[src/design/sspwm_pkg.sv]
`timescale 1ns / 1ps

package sspwm_pkg;

   localparam int MAX_BASES_DEF = 4096;
   localparam int WINDOW_LEN    = 10;
   localparam int BASE_W        = 2;
   localparam int SITE_W        = 14;
   localparam int SCORE_W       = 16;
   localparam int CSR_IDX_W     = 1;
   localparam int CSR_DATA_W    = 2;

   localparam logic [CSR_IDX_W-1:0] REG_STRAND_MODE = 1'd0;
   localparam logic [CSR_IDX_W-1:0] REG_SITE_KIND   = 1'd1;

   localparam logic [1:0] STRAND_FWD  = 2'd0;
   localparam logic [1:0] STRAND_REV  = 2'd1;
   localparam logic [1:0] STRAND_BOTH = 2'd2;

   localparam logic SITE_ACCEPTOR = 1'b0;
   localparam logic SITE_DONOR    = 1'b1;

   typedef logic [BASE_W-1:0]         base_type;
   typedef logic signed [SCORE_W-1:0] score_type;
   typedef logic signed [SITE_W-1:0]  site_type;
   typedef score_type                 tab_type [WINDOW_LEN][4];

   localparam score_type ACC_MIN   = -16'sd1960;
   localparam score_type ACC_RANGE = 16'sd11918;
   localparam score_type DON_MIN   = -16'sd2259;
   localparam score_type DON_RANGE = 16'sd12417;

   localparam logic [SITE_W-1:0] ACC_OFFSET = 14'd4;
   localparam logic [SITE_W-1:0] DON_OFFSET = 14'd5;

   localparam tab_type DONOR_TAB = '{
      '{-16'sd92,   16'sd168,  -16'sd114,  16'sd103},
      '{ 16'sd132,  16'sd252,  -16'sd109, -16'sd138},
      '{-16'sd97,   16'sd273,  -16'sd167,  16'sd143},
      '{ 16'sd922, -16'sd208,  -16'sd132, -16'sd202},
      '{-16'sd107, -16'sd288,   16'sd1104, -16'sd225},
      '{-16'sd344, -16'sd344,   16'sd2406, -16'sd344},
      '{-16'sd344, -16'sd344,  -16'sd344,  16'sd2406},
      '{ 16'sd355, -16'sd236,   16'sd543, -16'sd223},
      '{ 16'sd939, -16'sd177,  -16'sd160, -16'sd207},
      '{ 16'sd222, -16'sd206,   16'sd1145, 16'sd185}
   };

   localparam tab_type ACCEPTOR_TAB = '{
      '{-16'sd201,  16'sd431,  -16'sd121,  16'sd350},
      '{ 16'sd115,  16'sd176,   16'sd199, -16'sd107},
      '{ 16'sd61,   16'sd838,  -16'sd191, -16'sd169},
      '{ 16'sd2548, -16'sd364, -16'sd364, -16'sd364},
      '{-16'sd364, -16'sd364,   16'sd2548, -16'sd364},
      '{ 16'sd704, -16'sd222,   16'sd347, -16'sd272},
      '{-16'sd142, -16'sd170,  -16'sd117,  16'sd1030},
      '{-16'sd167, -16'sd92,    16'sd974, -16'sd137},
      '{-16'sd33,   16'sd201,   16'sd157,  16'sd47},
      '{ 16'sd12,   16'sd485,  -16'sd91,   16'sd9}
   };

endpackage

[src/design/sspwm_if.sv]
`timescale 1ns / 1ps

interface sspwm_req_if import sspwm_pkg::*; ();
   logic     valid;
   logic     ready;
   base_type base;
   logic     last;

   modport source (output valid, output base, output last, input ready);
   modport sink (input valid, input base, input last, output ready);
endinterface

interface sspwm_rsp_if import sspwm_pkg::*; ();
   logic     valid;
   logic     ready;
   site_type forward_site;
   site_type reverse_site;
   logic     forward_valid;
   logic     reverse_valid;
   logic     too_long;

   modport source (output valid, output forward_site, output reverse_site,
                   output forward_valid, output reverse_valid, output too_long,
                   input ready);
   modport sink (input valid, input forward_site, input reverse_site,
                 input forward_valid, input reverse_valid, input too_long,
                 output ready);
endinterface

[src/design/splice_site_pwm_scanner_unit.sv]
`timescale 1ns / 1ps

// one base item accepted per cycle unless stalled; a last item passes stages 1, 2 and the result register
// pipeline: window shift and count, 10-term table sums, best compare and threshold check
// input stalls only when a last item meets a result still held at the output
// synchronous active-high reset clears the base count and overflow flag, the pipeline and the output;
// strand_mode resets to both strands and site_kind to acceptor
module splice_site_pwm_scanner_unit import sspwm_pkg::*; #(
   parameter int MAX_BASES = MAX_BASES_DEF
) (
   input  logic                  clock,
   input  logic                  reset,
   sspwm_req_if.sink             req_ch,
   sspwm_rsp_if.source           rsp_ch,
   input  logic                  csr_we,
   input  logic [CSR_IDX_W-1:0]  csr_index,
   input  logic [CSR_DATA_W-1:0] csr_wdata
);

   localparam int CNT_W = $clog2(MAX_BASES + 1);
   localparam int SUM_W = (CNT_W > SITE_W) ? CNT_W : SITE_W;
   localparam int THR_W = SCORE_W + 2;

   typedef base_type win_type [WINDOW_LEN];

   // configuration
   logic [1:0] strand_mode_ff;
   logic       site_kind_ff;

   // stretch state at the input
   win_type          window_ff;
   logic [CNT_W-1:0] count_ff;
   logic             ovf_ff;

   // stage 1
   logic             s1_valid_ff;
   logic             s1_last_ff;
   logic             s1_score_ff;
   logic             s1_ovf_ff;
   logic [CNT_W-1:0] s1_widx_ff;
   win_type          s1_win_ff;

   // stage 2
   logic             s2_valid_ff;
   logic             s2_last_ff;
   logic             s2_score_ff;
   logic             s2_ovf_ff;
   logic [CNT_W-1:0] s2_widx_ff;
   score_type        s2_fs_ff;
   score_type        s2_rs_ff;

   // best so far
   score_type        best_f_ff;
   score_type        best_r_ff;
   logic [CNT_W-1:0] idx_f_ff;
   logic [CNT_W-1:0] idx_r_ff;

   // result register
   logic     rsp_valid_ff;
   site_type fwd_site_ff;
   site_type rev_site_ff;
   logic     fwd_valid_ff;
   logic     rev_valid_ff;
   logic     too_long_ff;

   logic             out_free;
   logic             adv;
   logic             acc;
   logic             ovf_now;
   win_type          win_in;
   logic [CNT_W-1:0] count_in;
   logic             score_in;
   logic [CNT_W-1:0] widx_in;
   score_type        fs_in;
   score_type        rs_in;
   logic             take_f;
   logic             take_r;
   score_type        best_f_in;
   score_type        best_r_in;
   logic [CNT_W-1:0] idx_f_in;
   logic [CNT_W-1:0] idx_r_in;
   logic             rep_f;
   logic             rep_r;
   logic [SITE_W-1:0] offset;
   score_type        f_min;
   score_type        f_rng;
   score_type        r_min;
   score_type        r_rng;
   logic [SUM_W-1:0] f_sum;
   logic [SUM_W-1:0] r_sum;
   site_type         fwd_site_in;
   site_type         rev_site_in;

   function automatic logic passes(score_type best, score_type mn, score_type rng);
      logic signed [THR_W-1:0] diff;
      diff = THR_W'(best) - THR_W'(mn);
      return (diff <<< 1) >= THR_W'(rng);
   endfunction

   assign out_free     = !rsp_valid_ff || rsp_ch.ready;
   assign adv          = !(s2_valid_ff && s2_last_ff && !out_free);
   assign acc          = req_ch.valid && adv;
   assign req_ch.ready = adv;

   // window shift and base count
   always_comb begin
      ovf_now  = (count_ff == CNT_W'(MAX_BASES));
      win_in   = window_ff;
      count_in = count_ff;
      if (!ovf_now) begin
         for (int j = 0; j < WINDOW_LEN - 1; j++) begin
            win_in[j] = window_ff[j+1];
         end
         win_in[WINDOW_LEN-1] = req_ch.base;
         count_in = count_ff + CNT_W'(1);
      end
      score_in = !ovf_now && (count_ff >= CNT_W'(WINDOW_LEN - 1));
      widx_in  = count_ff - CNT_W'(WINDOW_LEN - 1);
   end

   // table sums over the window
   always_comb begin
      fs_in = '0;
      rs_in = '0;
      for (int j = 0; j < WINDOW_LEN; j++) begin
         if (site_kind_ff == SITE_DONOR) begin
            fs_in = fs_in + DONOR_TAB[j][s1_win_ff[j]];
            rs_in = rs_in + ACCEPTOR_TAB[j][~s1_win_ff[WINDOW_LEN-1-j]];
         end else begin
            fs_in = fs_in + ACCEPTOR_TAB[j][s1_win_ff[j]];
            rs_in = rs_in + DONOR_TAB[j][~s1_win_ff[WINDOW_LEN-1-j]];
         end
      end
   end

   // best update and result forming
   always_comb begin
      take_f    = s2_score_ff && (s2_fs_ff > best_f_ff);
      take_r    = s2_score_ff && (s2_rs_ff > best_r_ff);
      best_f_in = take_f ? s2_fs_ff : best_f_ff;
      best_r_in = take_r ? s2_rs_ff : best_r_ff;
      idx_f_in  = take_f ? s2_widx_ff : idx_f_ff;
      idx_r_in  = take_r ? s2_widx_ff : idx_r_ff;

      rep_f = (strand_mode_ff == STRAND_FWD) || (strand_mode_ff == STRAND_BOTH);
      rep_r = (strand_mode_ff == STRAND_REV) || (strand_mode_ff == STRAND_BOTH);

      if (site_kind_ff == SITE_DONOR) begin
         offset = DON_OFFSET;
         f_min  = DON_MIN;
         f_rng  = DON_RANGE;
         r_min  = ACC_MIN;
         r_rng  = ACC_RANGE;
      end else begin
         offset = ACC_OFFSET;
         f_min  = ACC_MIN;
         f_rng  = ACC_RANGE;
         r_min  = DON_MIN;
         r_rng  = DON_RANGE;
      end

      f_sum = SUM_W'(idx_f_in) + SUM_W'(offset);
      r_sum = SUM_W'(idx_r_in) + SUM_W'(offset);
      fwd_site_in = (rep_f && passes(best_f_in, f_min, f_rng)) ? site_type'(f_sum[SITE_W-1:0])
                                                             : '1;
      rev_site_in = (rep_r && passes(best_r_in, r_min, r_rng)) ? site_type'(r_sum[SITE_W-1:0])
                                                             : '1;
   end

   // configuration registers
   always_ff @(posedge clock) begin
      if (reset) begin
         strand_mode_ff <= STRAND_BOTH;
         site_kind_ff   <= SITE_ACCEPTOR;
      end else if (csr_we) begin
         unique case (csr_index)
            REG_STRAND_MODE: strand_mode_ff <= csr_wdata[1:0];
            REG_SITE_KIND:   site_kind_ff   <= csr_wdata[0];
            default: ;
         endcase
      end
   end

   // control state
   always_ff @(posedge clock) begin
      if (reset) begin
         count_ff     <= '0;
         ovf_ff       <= 1'b0;
         s1_valid_ff  <= 1'b0;
         s2_valid_ff  <= 1'b0;
         best_f_ff    <= '0;
         best_r_ff    <= '0;
         idx_f_ff     <= '0;
         idx_r_ff     <= '0;
         rsp_valid_ff <= 1'b0;
      end else begin
         if (acc) begin
            if (req_ch.last) begin
               count_ff <= '0;
               ovf_ff   <= 1'b0;
            end else begin
               count_ff <= count_in;
               ovf_ff   <= ovf_ff | ovf_now;
            end
         end
         if (adv) begin
            s1_valid_ff <= req_ch.valid;
            s2_valid_ff <= s1_valid_ff;
            if (s2_valid_ff) begin
               if (s2_last_ff) begin
                  best_f_ff <= '0;
                  best_r_ff <= '0;
                  idx_f_ff  <= '0;
                  idx_r_ff  <= '0;
               end else begin
                  best_f_ff <= best_f_in;
                  best_r_ff <= best_r_in;
                  idx_f_ff  <= idx_f_in;
                  idx_r_ff  <= idx_r_in;
               end
            end
         end
         if (adv && s2_valid_ff && s2_last_ff) begin
            rsp_valid_ff <= 1'b1;
         end else if (rsp_ch.ready) begin
            rsp_valid_ff <= 1'b0;
         end
      end
   end

   // payload
   always_ff @(posedge clock) begin
      if (acc) begin
         window_ff   <= win_in;
         s1_win_ff   <= win_in;
         s1_last_ff  <= req_ch.last;
         s1_score_ff <= score_in;
         s1_ovf_ff   <= ovf_ff | ovf_now;
         s1_widx_ff  <= widx_in;
      end
      if (adv) begin
         s2_last_ff  <= s1_last_ff;
         s2_score_ff <= s1_valid_ff && s1_score_ff;
         s2_ovf_ff   <= s1_ovf_ff;
         s2_widx_ff  <= s1_widx_ff;
         s2_fs_ff    <= fs_in;
         s2_rs_ff    <= rs_in;
      end
      if (adv && s2_valid_ff && s2_last_ff) begin
         fwd_site_ff  <= fwd_site_in;
         rev_site_ff  <= rev_site_in;
         fwd_valid_ff <= rep_f;
         rev_valid_ff <= rep_r;
         too_long_ff  <= s2_ovf_ff;
      end
   end

   assign rsp_ch.valid         = rsp_valid_ff;
   assign rsp_ch.forward_site  = fwd_site_ff;
   assign rsp_ch.reverse_site  = rev_site_ff;
   assign rsp_ch.forward_valid = fwd_valid_ff;
   assign rsp_ch.reverse_valid = rev_valid_ff;
   assign rsp_ch.too_long      = too_long_ff;

endmodule

[src/flat_wrapper.sv]
// flat-port wrapper written by rule: the top's interface ports become plain ports
module splice_site_pwm_scanner_unit_flat import sspwm_pkg::*;
#(
   parameter int MAX_BASES = MAX_BASES_DEF
)
  (clock, reset, csr_we, csr_index, csr_wdata, req_ch_valid, req_ch_base, req_ch_last, req_ch_ready, rsp_ch_valid, rsp_ch_forward_site, rsp_ch_reverse_site, rsp_ch_forward_valid, rsp_ch_reverse_valid, rsp_ch_too_long, rsp_ch_ready);
  sspwm_req_if req_ch_i ();
  sspwm_rsp_if rsp_ch_i ();
  input  logic clock;
  input  logic reset;
  input  logic csr_we;
  input  logic [CSR_IDX_W-1:0] csr_index;
  input  logic [CSR_DATA_W-1:0] csr_wdata;
  input wire logic [$bits(req_ch_i.valid)-1:0] req_ch_valid;
  input wire logic [$bits(req_ch_i.base)-1:0] req_ch_base;
  input wire logic [$bits(req_ch_i.last)-1:0] req_ch_last;
  output wire logic [$bits(req_ch_i.ready)-1:0] req_ch_ready;
  output wire logic [$bits(rsp_ch_i.valid)-1:0] rsp_ch_valid;
  output wire logic [$bits(rsp_ch_i.forward_site)-1:0] rsp_ch_forward_site;
  output wire logic [$bits(rsp_ch_i.reverse_site)-1:0] rsp_ch_reverse_site;
  output wire logic [$bits(rsp_ch_i.forward_valid)-1:0] rsp_ch_forward_valid;
  output wire logic [$bits(rsp_ch_i.reverse_valid)-1:0] rsp_ch_reverse_valid;
  output wire logic [$bits(rsp_ch_i.too_long)-1:0] rsp_ch_too_long;
  input wire logic [$bits(rsp_ch_i.ready)-1:0] rsp_ch_ready;
  assign req_ch_i.valid = req_ch_valid;
  assign req_ch_i.base = req_ch_base;
  assign req_ch_i.last = req_ch_last;
  assign req_ch_ready = req_ch_i.ready;
  assign rsp_ch_valid = rsp_ch_i.valid;
  assign rsp_ch_forward_site = rsp_ch_i.forward_site;
  assign rsp_ch_reverse_site = rsp_ch_i.reverse_site;
  assign rsp_ch_forward_valid = rsp_ch_i.forward_valid;
  assign rsp_ch_reverse_valid = rsp_ch_i.reverse_valid;
  assign rsp_ch_too_long = rsp_ch_i.too_long;
  assign rsp_ch_i.ready = rsp_ch_ready;
  splice_site_pwm_scanner_unit #(.MAX_BASES(MAX_BASES)) u_core (.clock(clock), .reset(reset), .req_ch(req_ch_i), .rsp_ch(rsp_ch_i), .csr_we(csr_we), .csr_index(csr_index), .csr_wdata(csr_wdata));
endmodule
[config.mk]
export PLATFORM = sky130hd
export DESIGN_NAME = splice_site_pwm_scanner_unit_flat
export DESIGN_NICKNAME = d
export VERILOG_FILES = /design/src/design/sspwm_pkg.sv /design/src/design/sspwm_if.sv /design/src/design/splice_site_pwm_scanner_unit.sv /design/src/flat_wrapper.sv
export SDC_FILE = /design/constraint.sdc
export NUM_CORES = 1
export LEC_CHECK = 0
export BUFFER_PORTS_ARGS = -buffer_cell sky130_fd_sc_hd__buf_2
export CORE_MARGIN = 4
export CORE_UTILIZATION = 50
export DETAILED_ROUTE_END_ITERATION = 8
export PLACE_DENSITY = 0.73
export SYNTH_ARGS = -nofsm -noshare
export SYNTH_HDL_FRONTEND = slang
export SYNTH_SLANG_ARGS = --single-unit
[constraint.sdc]
create_clock -name clock -period 14.1 [get_ports clock]
set_clock_uncertainty 0.1 [all_clocks]
set_input_delay 2.82 -clock clock [delete_from_list [all_inputs] [get_ports clock]]
set_output_delay 2.82 -clock clock [all_outputs]
set_load 0.01 [all_outputs]
==> results of run 1 <==
-- Yosys cell counts, types with 12 or more instances --
| library cell | number |
|---|---|
| a21oi_1 | 233 |
| nand2b_1 | 26 |
| o21ai_0 | 134 |
| nor4_1 | 15 |
| o21bai_1 | 47 |
| a21o_1 | 84 |
| or2_2 | 12 |
| dfxtp_1 | 78 |
| ha_1 | 391 |
| nor2_1 | 238 |
| a22oi_1 | 54 |
| inv_1 | 168 |
| nand3_1 | 43 |
| nand4_1 | 18 |
| xnor2_1 | 221 |
| xor2_1 | 78 |
| o21a_1 | 26 |
| or3_1 | 18 |
| a31oi_1 | 16 |
| o41ai_1 | 13 |
| mux2_2 | 18 |
| mux2i_1 | 42 |
| nand2_1 | 200 |
| nor2b_1 | 26 |
| fa_1 | 18 |
| edfxtp_1 | 115 |
| clkbuf_1 | 51 |
| nor3_1 | 66 |
| a21boi_0 | 20 |
-- per-layer routing --
layer | up-vias | GRT usage, % | wire length [um]
li1 | 9450 | - | -
met1 | 8835 | 27.9 | 23900
met5 | - | 0 | 0
met4 | 0 | 6.64 | 1170
met2 | 433 | 37.6 | 24800
met3 | 77 | 3.23 | 2420
-- flip-flops by register name, indices dropped and copies added (netlist names), 2 cells and up --
signal,count
u_core.strand_mode_ff,2
u_core.count_ff,13
u_core.s2_rs_ff,16
u_core.s2_fs_ff,16
u_core.idx_f_ff,13
u_core.best_f_ff,16
u_core.rsp_ch.forward_site,14
u_core.best_r_ff,16
u_core.idx_r_ff,13
u_core.rsp_ch.reverse_site,14
u_core.s1_widx_ff,13
u_core.s2_widx_ff,13
u_core.window_ff,20
-- cell families after synthesis --
kind of cell | after synthesis
and+or+nand+nor | 716
AOI/OAI and AO/OA | 713
adders and majority gates | 409
xor gates and xnor gates | 299
buffers and inverters | 236
DFF | 193
muxes | 61
-- per-stage QoR --
stage	worst slack (ns)	area [um^2]	utilization [%]	hold slack, ns	cells
floorplan	3.82	22300	-	0.300	2627
global placement	4.07	23100	52.3	0.302	3210
detailed placement	3.82	23100	52.3	0.305	3210
CTS	3.73	23700	53.7	0.325	3242
global route	2.80	23700	53.7	0.329	3242
finish	3.68	23700	53.7	0.324	3242
-- how the worst max path moves through the flow --
stage | cells past startpoint | to | from
floorplan | 46 | u_core.s2_fs_ff[15]$_DFFE_PN_ | u_core.site_kind_ff$_SDFFE_PP0P_
global placement | 42 | u_core.s2_rs_ff[15]$_DFFE_PN_ | u_core.site_kind_ff$_SDFFE_PP0P_
detailed placement | 42 | u_core.s2_rs_ff[15]$_DFFE_PN_ | u_core.site_kind_ff$_SDFFE_PP0P_
CTS | 42 | u_core.s2_rs_ff[15]$_DFFE_PN_ | u_core.site_kind_ff$_SDFFE_PP0P_
global route | 41 | u_core.s2_rs_ff[15]$_DFFE_PN_ | u_core.site_kind_ff$_SDFFE_PP0P_
finish | 42 | u_core.s2_rs_ff[15]$_DFFE_PN_ | u_core.site_kind_ff$_SDFFE_PP0P_
-- critical path: cells and delay by family, from the launching register on --
family	cells	cell delay [ns]
AO/OA/AOI/OAI	11	2.29
XOR/XNOR	11	1.71
adder cells (fa/ha/maj)	10	3.42
buffers and inverters	1	0.67
flip-flops	1	0.44
AND/OR/NAND/NOR	9	1.51
-- area by class of cell --
class,count,share of cell area [%]
Clock buffer,17,1.79
Inverter,169,2.68
Sequential cell,193,21.2
Tap cell,592,3.12
Multi-Input combinational cell,2198,69.1
Clock inverter,15,0.797
Timing Repair Buffer,58,1.38
-- cell usage in the layout (no fill, tap or decap), types with 20 or more instances in the layout --
cell type,count
o21a_1,26
a21oi_1,233
a21o_1,84
o21ai_0,134
buf_2,43
nor2b_1,26
xor2_1,78
o21bai_1,47
a21boi_0,20
nor2_1,237
edfxtp_1,115
dfxtp_1,77
nand2_1,200
inv_1,168
xnor2_1,221
nor3_1,66
nand2b_1,26
mux2i_1,42
nand3_1,42
ha_1,391
a22oi_1,54
==> out/summary.txt, run 1 <==
outcome: complete, no violations
antenna-violating nets left: 0
reg-to-reg slack, setup: 3.68 ns
mux share of post-synthesis cell area: 2.86%
root buf cell: clkbuf_16
chip height: 219 um
gr usage total: 21.7%
clk sinks: 193
htree depth: 4
Clock Path Buffers: 2
largest family of logic cells by synthesized area: adder cells
Pins Over Slew Limit: 0
Worst Hold Class: register to register
Setup-failing EPs final: 0
CP max stage delay: 0.67 ns
Post-Syn Instances: 2627
number of flops mapped to enable cells by yosys: 115
Max Cap Violations: 0
Final Cycle Share: 73.9%
complex-gate fraction of the synthesized area: 20.5%
Avg Inst Size Synth: 8.48 um^2
worst slew pin tran: 1.10 ns
Post-CTS Setup Repair Bufs: 0
Die Area: 0.0480 mm^2
Reg2Reg Depth: 42
relative slew slack: 26.1%
Area growth syn-to-layout: 6.40%
crit path kind: register to register
worst-path fanout max: 73
Seq/Total Area, Yosys: 22.5%
CP startpoint kind: register
syn nets: 3047
vias post-DR: 18800
crit path time final: 10.42 ns
Num CTS Buffers: 17
synthesized area: 0.0223 mm^2
drt pass-1 iters: 5
Post-Synth Adder-Cell Area: 23.6%
DRC viols: 0
Worst setup EP type: register
Final Net Count: 3057
HPWL Detailed: 41800 um
CTS resizes: 0
hold path start: u_core.s2_ovf_ff$_DFFE_PN_
RD Place Congestion: 0.913
Worst Path Arrival: 10.54 ns
Clk pin slew, worst setup/hold paths: 0.08 ns
fraction of the mapped netlist area in simple logic gates: 14.8%
Storage cell area: 0.00502 mm^2
RSZ-0062 raised after global routing: no
Max Clk Rate: 96.0 MHz
top post-synthesis cells by area: ha_1 22%, edfxtp_1 15%, xnor2_1 8.7%, dfxtp_1 7.0%, a21oi_1 5.2%
Synth Register Bits: 193
Die Wd: 219 um
Min-Delay Path Depth: 0
DR vias/cell: 5.80
core region area: 0.0441 mm^2
# rows: 77
grt total ovfl: 0
Starting Density: 50.5%
routed len/inst: 16.1 um
WHS Endpoint: u_core.rsp_ch.too_long$_DFFE_PP_
Crit Reg-Reg Endpoint: u_core.s2_rs_ff[15]$_DFFE_PN_
CTS tree: built
Synth area leader: ha_1
DRT Wirelength: 52300 um
synth unique cells: 80
crit-path most repeated cell: ha_1
setup tns final: 0 ns
antenna violations before repair: 1
YS warnings: 0
layout cells sized above 1: 5.74%
largest net degree at the start of global routing: 74
reg2reg start: u_core.site_kind_ff$_SDFFE_PP0P_
Synth Area in XOR/XNOR: 11.8%
slowest stage cell, crit path: buf_4
Final Hold Vio Count: 0
worst skew pair latency: 0.47 ns
FILL cells: 4034
most common flop cell mapped by yosys: edfxtp_1
vias in the first global route: 18400
initial DRC count: 1078
num ports: 44
Port Buffers: 43
Post-synth ARST share: 0%
first-pass GRT wire length: 86700 um
Ant. Diodes: 0
WP data required: 14.22 ns
post-synth top area share: 22.0%
multi-input logic area: 0.0164 mm^2
Hold Buf Count CTS: 0
Power of run 1 is not shown: default switching activity piles up to over one toggle a cycle in this logic, so the estimate is an artifact.
==> run 2, diff against run 1 <==
--- a/config.mk
+++ b/config.mk
@@ -5,11 +5,12 @@
 export SDC_FILE = /design/constraint.sdc
 export NUM_CORES = 1
 export LEC_CHECK = 0
+export ABC_AREA = 1
 export BUFFER_PORTS_ARGS = -buffer_cell sky130_fd_sc_hd__buf_2
 export CORE_MARGIN = 4
 export CORE_UTILIZATION = 50
 export DETAILED_ROUTE_END_ITERATION = 8
-export PLACE_DENSITY = 0.73
+export PLACE_DENSITY = 0.75
 export SYNTH_ARGS = -nofsm -noshare
 export SYNTH_HDL_FRONTEND = slang
 export SYNTH_SLANG_ARGS = --single-unit
==> constraint.sdc (replaced) <==
create_clock -name clock -period 8.5 [get_ports clock]
set_clock_uncertainty 0.1 [all_clocks]
set_input_delay 1.7 -clock clock [delete_from_list [all_inputs] [get_ports clock]]
set_output_delay 1.7 -clock clock [all_outputs]
set_load 0.01 [all_outputs]
==> out/summary.txt, run 2 <==
chip height: 224 um (+2.3%)
synth unique cells: 58 (-28%)
most frequent cells in the layout: 574 x nand2_1, 484 x inv_1, 454 x buf_4, 308 x ha_1, 306 x a21oi_1
number of flops mapped to enable cells by yosys: 115 (unchanged)
Crit Reg-Reg Endpoint: u_core.s2_fs_ff[15]$_DFFE_PN_
Ant. Diodes: 0 (unchanged)
DR vias/cell: 5.39 (-7.1%)
DRT Wirelength: 67600 um (+29%)
YS warnings: 0 (unchanged)
vias in the first global route: 22100 (+21%)
reg-to-reg slack, setup: -1.49 ns (-5.17 ns)
Worst Path Arrival: 10.12 ns (-0.42 ns)
gr usage total: 24.2% (+2.5 points)
most common cell after layout, fill and taps aside: nand2_1
CP startpoint kind: register
Place WS: -1.24 ns (-5.06 ns)
WP data required: 8.63 ns (-5.59 ns)
Max Clk Rate: 100 MHz (+4.3%)
slowest stage cell, crit path: edfxtp_1
FILL cells: 3461 (-14%)
htree depth: 4 (unchanged)
largest family of logic cells by synthesized area: adder cells
RD Place Congestion: 0.935 (+2.4%)
num ports: 44 (unchanged)
antenna violations before repair: 2 (+1)
Clock Path Buffers: 2 (unchanged)
CP top delay family: adder cells
# rows: 78 (+1.3%)
core region area: 0.0458 mm^2 (+3.7%)
Synth Register Bits: 193 (unchanged)
Pins Over Slew Limit: 0 (unchanged)
Max Cap Violations: 0 (unchanged)
RSZ-0062 raised after global routing: yes
synthesized area: 0.0233 mm^2 (+4.8%)
most common flop cell mapped by yosys: edfxtp_1
multi-input logic area: 0.0183 mm^2 (+12%)
first-pass GRT wire length: 102000 um (+18%)
root buf cell: clkbuf_16
crit path time final: 9.99 ns (-0.434 ns)
HPWL Detailed: 46400 um (+11%)
Avg Inst Size Synth: 7.29 um^2 (-14%)
Synth Area in XOR/XNOR: 10.7% (-1.0 points)
Final Net Count: 4125 (+35%)
Clk pin slew, worst setup/hold paths: 0.09 ns (about the same)
cell with the most instances after synthesis: nand2_1
worst skew pair latency: 0.48 ns (about the same)
CP max stage delay: 0.44 ns (-0.23 ns)
Post-Syn Instances: 3202 (+22%)
worst-path fanout max: 4 (-95%)
Storage cell area: 0.00502 mm^2 (unchanged)
Final Cycle Share: 117% (+44 points)
Fin Hold WS: 0.324 ns (-0.000901 ns)
clk sinks: 193 (unchanged)
layout cells sized above 1: 27.1% (+21 points)
Die Wd: 224 um (+2.3%)
reg2reg start: u_core.window_ff[18]$_DFFE_PP_
post-synth top area share: 21.0% (-1.0 points)
Hold Buf Count CTS: 0 (unchanged)
Setup crit start: u_core.window_ff[18]$_DFFE_PP_
Starting Density: 51.0% (+0.51 points)
Final Hold Vio Count: 0 (unchanged)
CTS tree: built
Finished Layout Cells: 4318 (+33%)
syn nets: 3622 (+19%)
Port Buffers: 43 (unchanged)
crit path kind: register to register
post-route cell area: 0.0308 mm^2 (+30%)
Setup-failing EPs final: 15 (+15)
Num CTS Buffers: 17 (unchanged)
routed len/inst: 15.6 um (-3.0%)
Worst Setup Slack, final: -1.49 ns (-5.17 ns)
Die Area: 0.0502 mm^2 (+4.6%)
worst slew pin tran: 1.38 ns (+0.284 ns)
Worst Hold Class: register to register
initial DRC count: 1739 (+61%)
Area growth syn-to-layout: 31.9%
crit-path most repeated cell: xor2_1
mux share of post-synthesis cell area: 0% (-2.9 points)
complex-gate fraction of the synthesized area: 15.5% (-5.0 points)
Crit path depth: 54 (+29%)
Worst setup EP type: register
Post-Synth Adder-Cell Area: 22.5% (-1.1 points)
Min-Delay Path Depth: 0 (unchanged)
drt pass-1 iters: 8 (+3)
failing checks: negative setup slack
DP Cell Count: 4216 (+31%)
max reg flops: 20 (unchanged)
Reg2Reg Depth: 54 (+29%)
Post-synth top cells: 602 x nand2_1, 525 x inv_1, 391 x ha_1
Post-synth ARST share: 0% (unchanged)
Seq/Total Area, Yosys: 21.5% (-1.0 points)
fraction of the mapped netlist area in simple logic gates: 20.2% (+5.4 points)
Synth area leader: ha_1
relative slew slack: 6.93% (-19 points)
outcome: complete, but fails checks
Worst setup endpoint: u_core.s2_fs_ff[15]$_DFFE_PN_
antenna-violating nets left: 0 (unchanged)
WP buf/inv: 10 (+9)
largest net degree at the start of global routing: 64 (-14%)
largest register by flop count: u_core.window_ff
grt total ovfl: 0 (unchanged)
vias post-DR: 23300 (+24%)
Placed Area: 0.0276 mm^2 (+20%)
DRC viols: 0 (unchanged)
top post-synthesis cells by area: ha_1 21%, edfxtp_1 15%, nand2_1 9.7%, inv_1 8.4%, a21oi_1 8.1%
-- run 2: metrics by stage --
step / setup TNS (ns) / utilization (%)
final: -10.59 / 67.3
after global routing: -17.24 / 67.3
after CTS: -4.35 / 64.6
after detailed placement: -7.52 / 60.3
after global placement: -5.29 / 60.3
after floorplan: -1.39 / -
-- run 2: final cells by class --
cell class	instances	area share (%)
Clock buffer	18	1.39
Inverter	529	6.51
Timing Repair Buffer	538	13.3
Sequential cell	193	16.3
Clock inverter	14	0.601
Tap cell	600	2.44
Multi-Input combinational cell	2426	59.4
-- run 2: worst min-delay path by stage --
stage,from,endpoint,slack [ns]
global route,u_core.s1_widx_ff[5]$_DFFE_PP_,u_core.s2_widx_ff[5]$_DFFE_PN_,0.33
floorplan,u_core.s2_ovf_ff$_DFFE_PN_,u_core.rsp_ch.too_long$_DFFE_PP_,0.30
global placement,u_core.s1_widx_ff[11]$_DFFE_PP_,u_core.s2_widx_ff[11]$_DFFE_PN_,0.30
finish,u_core.s1_widx_ff[5]$_DFFE_PP_,u_core.s2_widx_ff[5]$_DFFE_PN_,0.32
detailed placement,u_core.s1_ovf_ff$_DFFE_PP_,u_core.s2_ovf_ff$_DFFE_PN_,0.31
CTS,u_core.s1_widx_ff[5]$_DFFE_PP_,u_core.s2_widx_ff[5]$_DFFE_PN_,0.32
-- run 2: routing by layer --
layer | global-route usage, % | vias up | share of wire, % | routed length (um)
met1 | 29.4 | 10800 | 41 | 27900
met3 | 3.63 | 202 | 5.7 | 3850
met2 | 43.5 | 742 | 49 | 33000
li1 | - | 11600 | - | -
met4 | 8.67 | 0 | 4.0 | 2740
met5 | 0 | - | 0 | 0
-- run 2: cell families (layout without fill, tap and decap cells) --
| family | Yosys count | after routing |
|---|---|---|
| buffers and inverters | 583 | 1099 |
| flip-flops | 193 | 193 |
| adder cells (fa/ha/maj) | 409 | 409 |
| AO/OA/AOI/OAI | 656 | 656 |
| XOR/XNOR | 284 | 284 |
| AND/OR/NAND/NOR | 1077 | 1077 |
-- run 2: worst reg2reg max path: cells and delay by family, from the launching register on --
| kind | cells | cell delay, ns |
|---|---|---|
| fa+ha+maj | 10 | 3.15 |
| compound gates | 10 | 1.86 |
| xor+xnor | 10 | 1.69 |
| simple gates | 14 | 1.53 |
| buf+inv | 10 | 1.01 |
| flops | 1 | 0.44 |
-- run 2: repair_timing --
action | in CTS | in global routing
gates cloned | 0 | 0
gates resized for setup | 197 | 218
buffers inserted | 51 | 36
setup endpoints to repair | 14 | 20
pin swaps | 106 | 138
Power of run 2 is left out for the same reason.
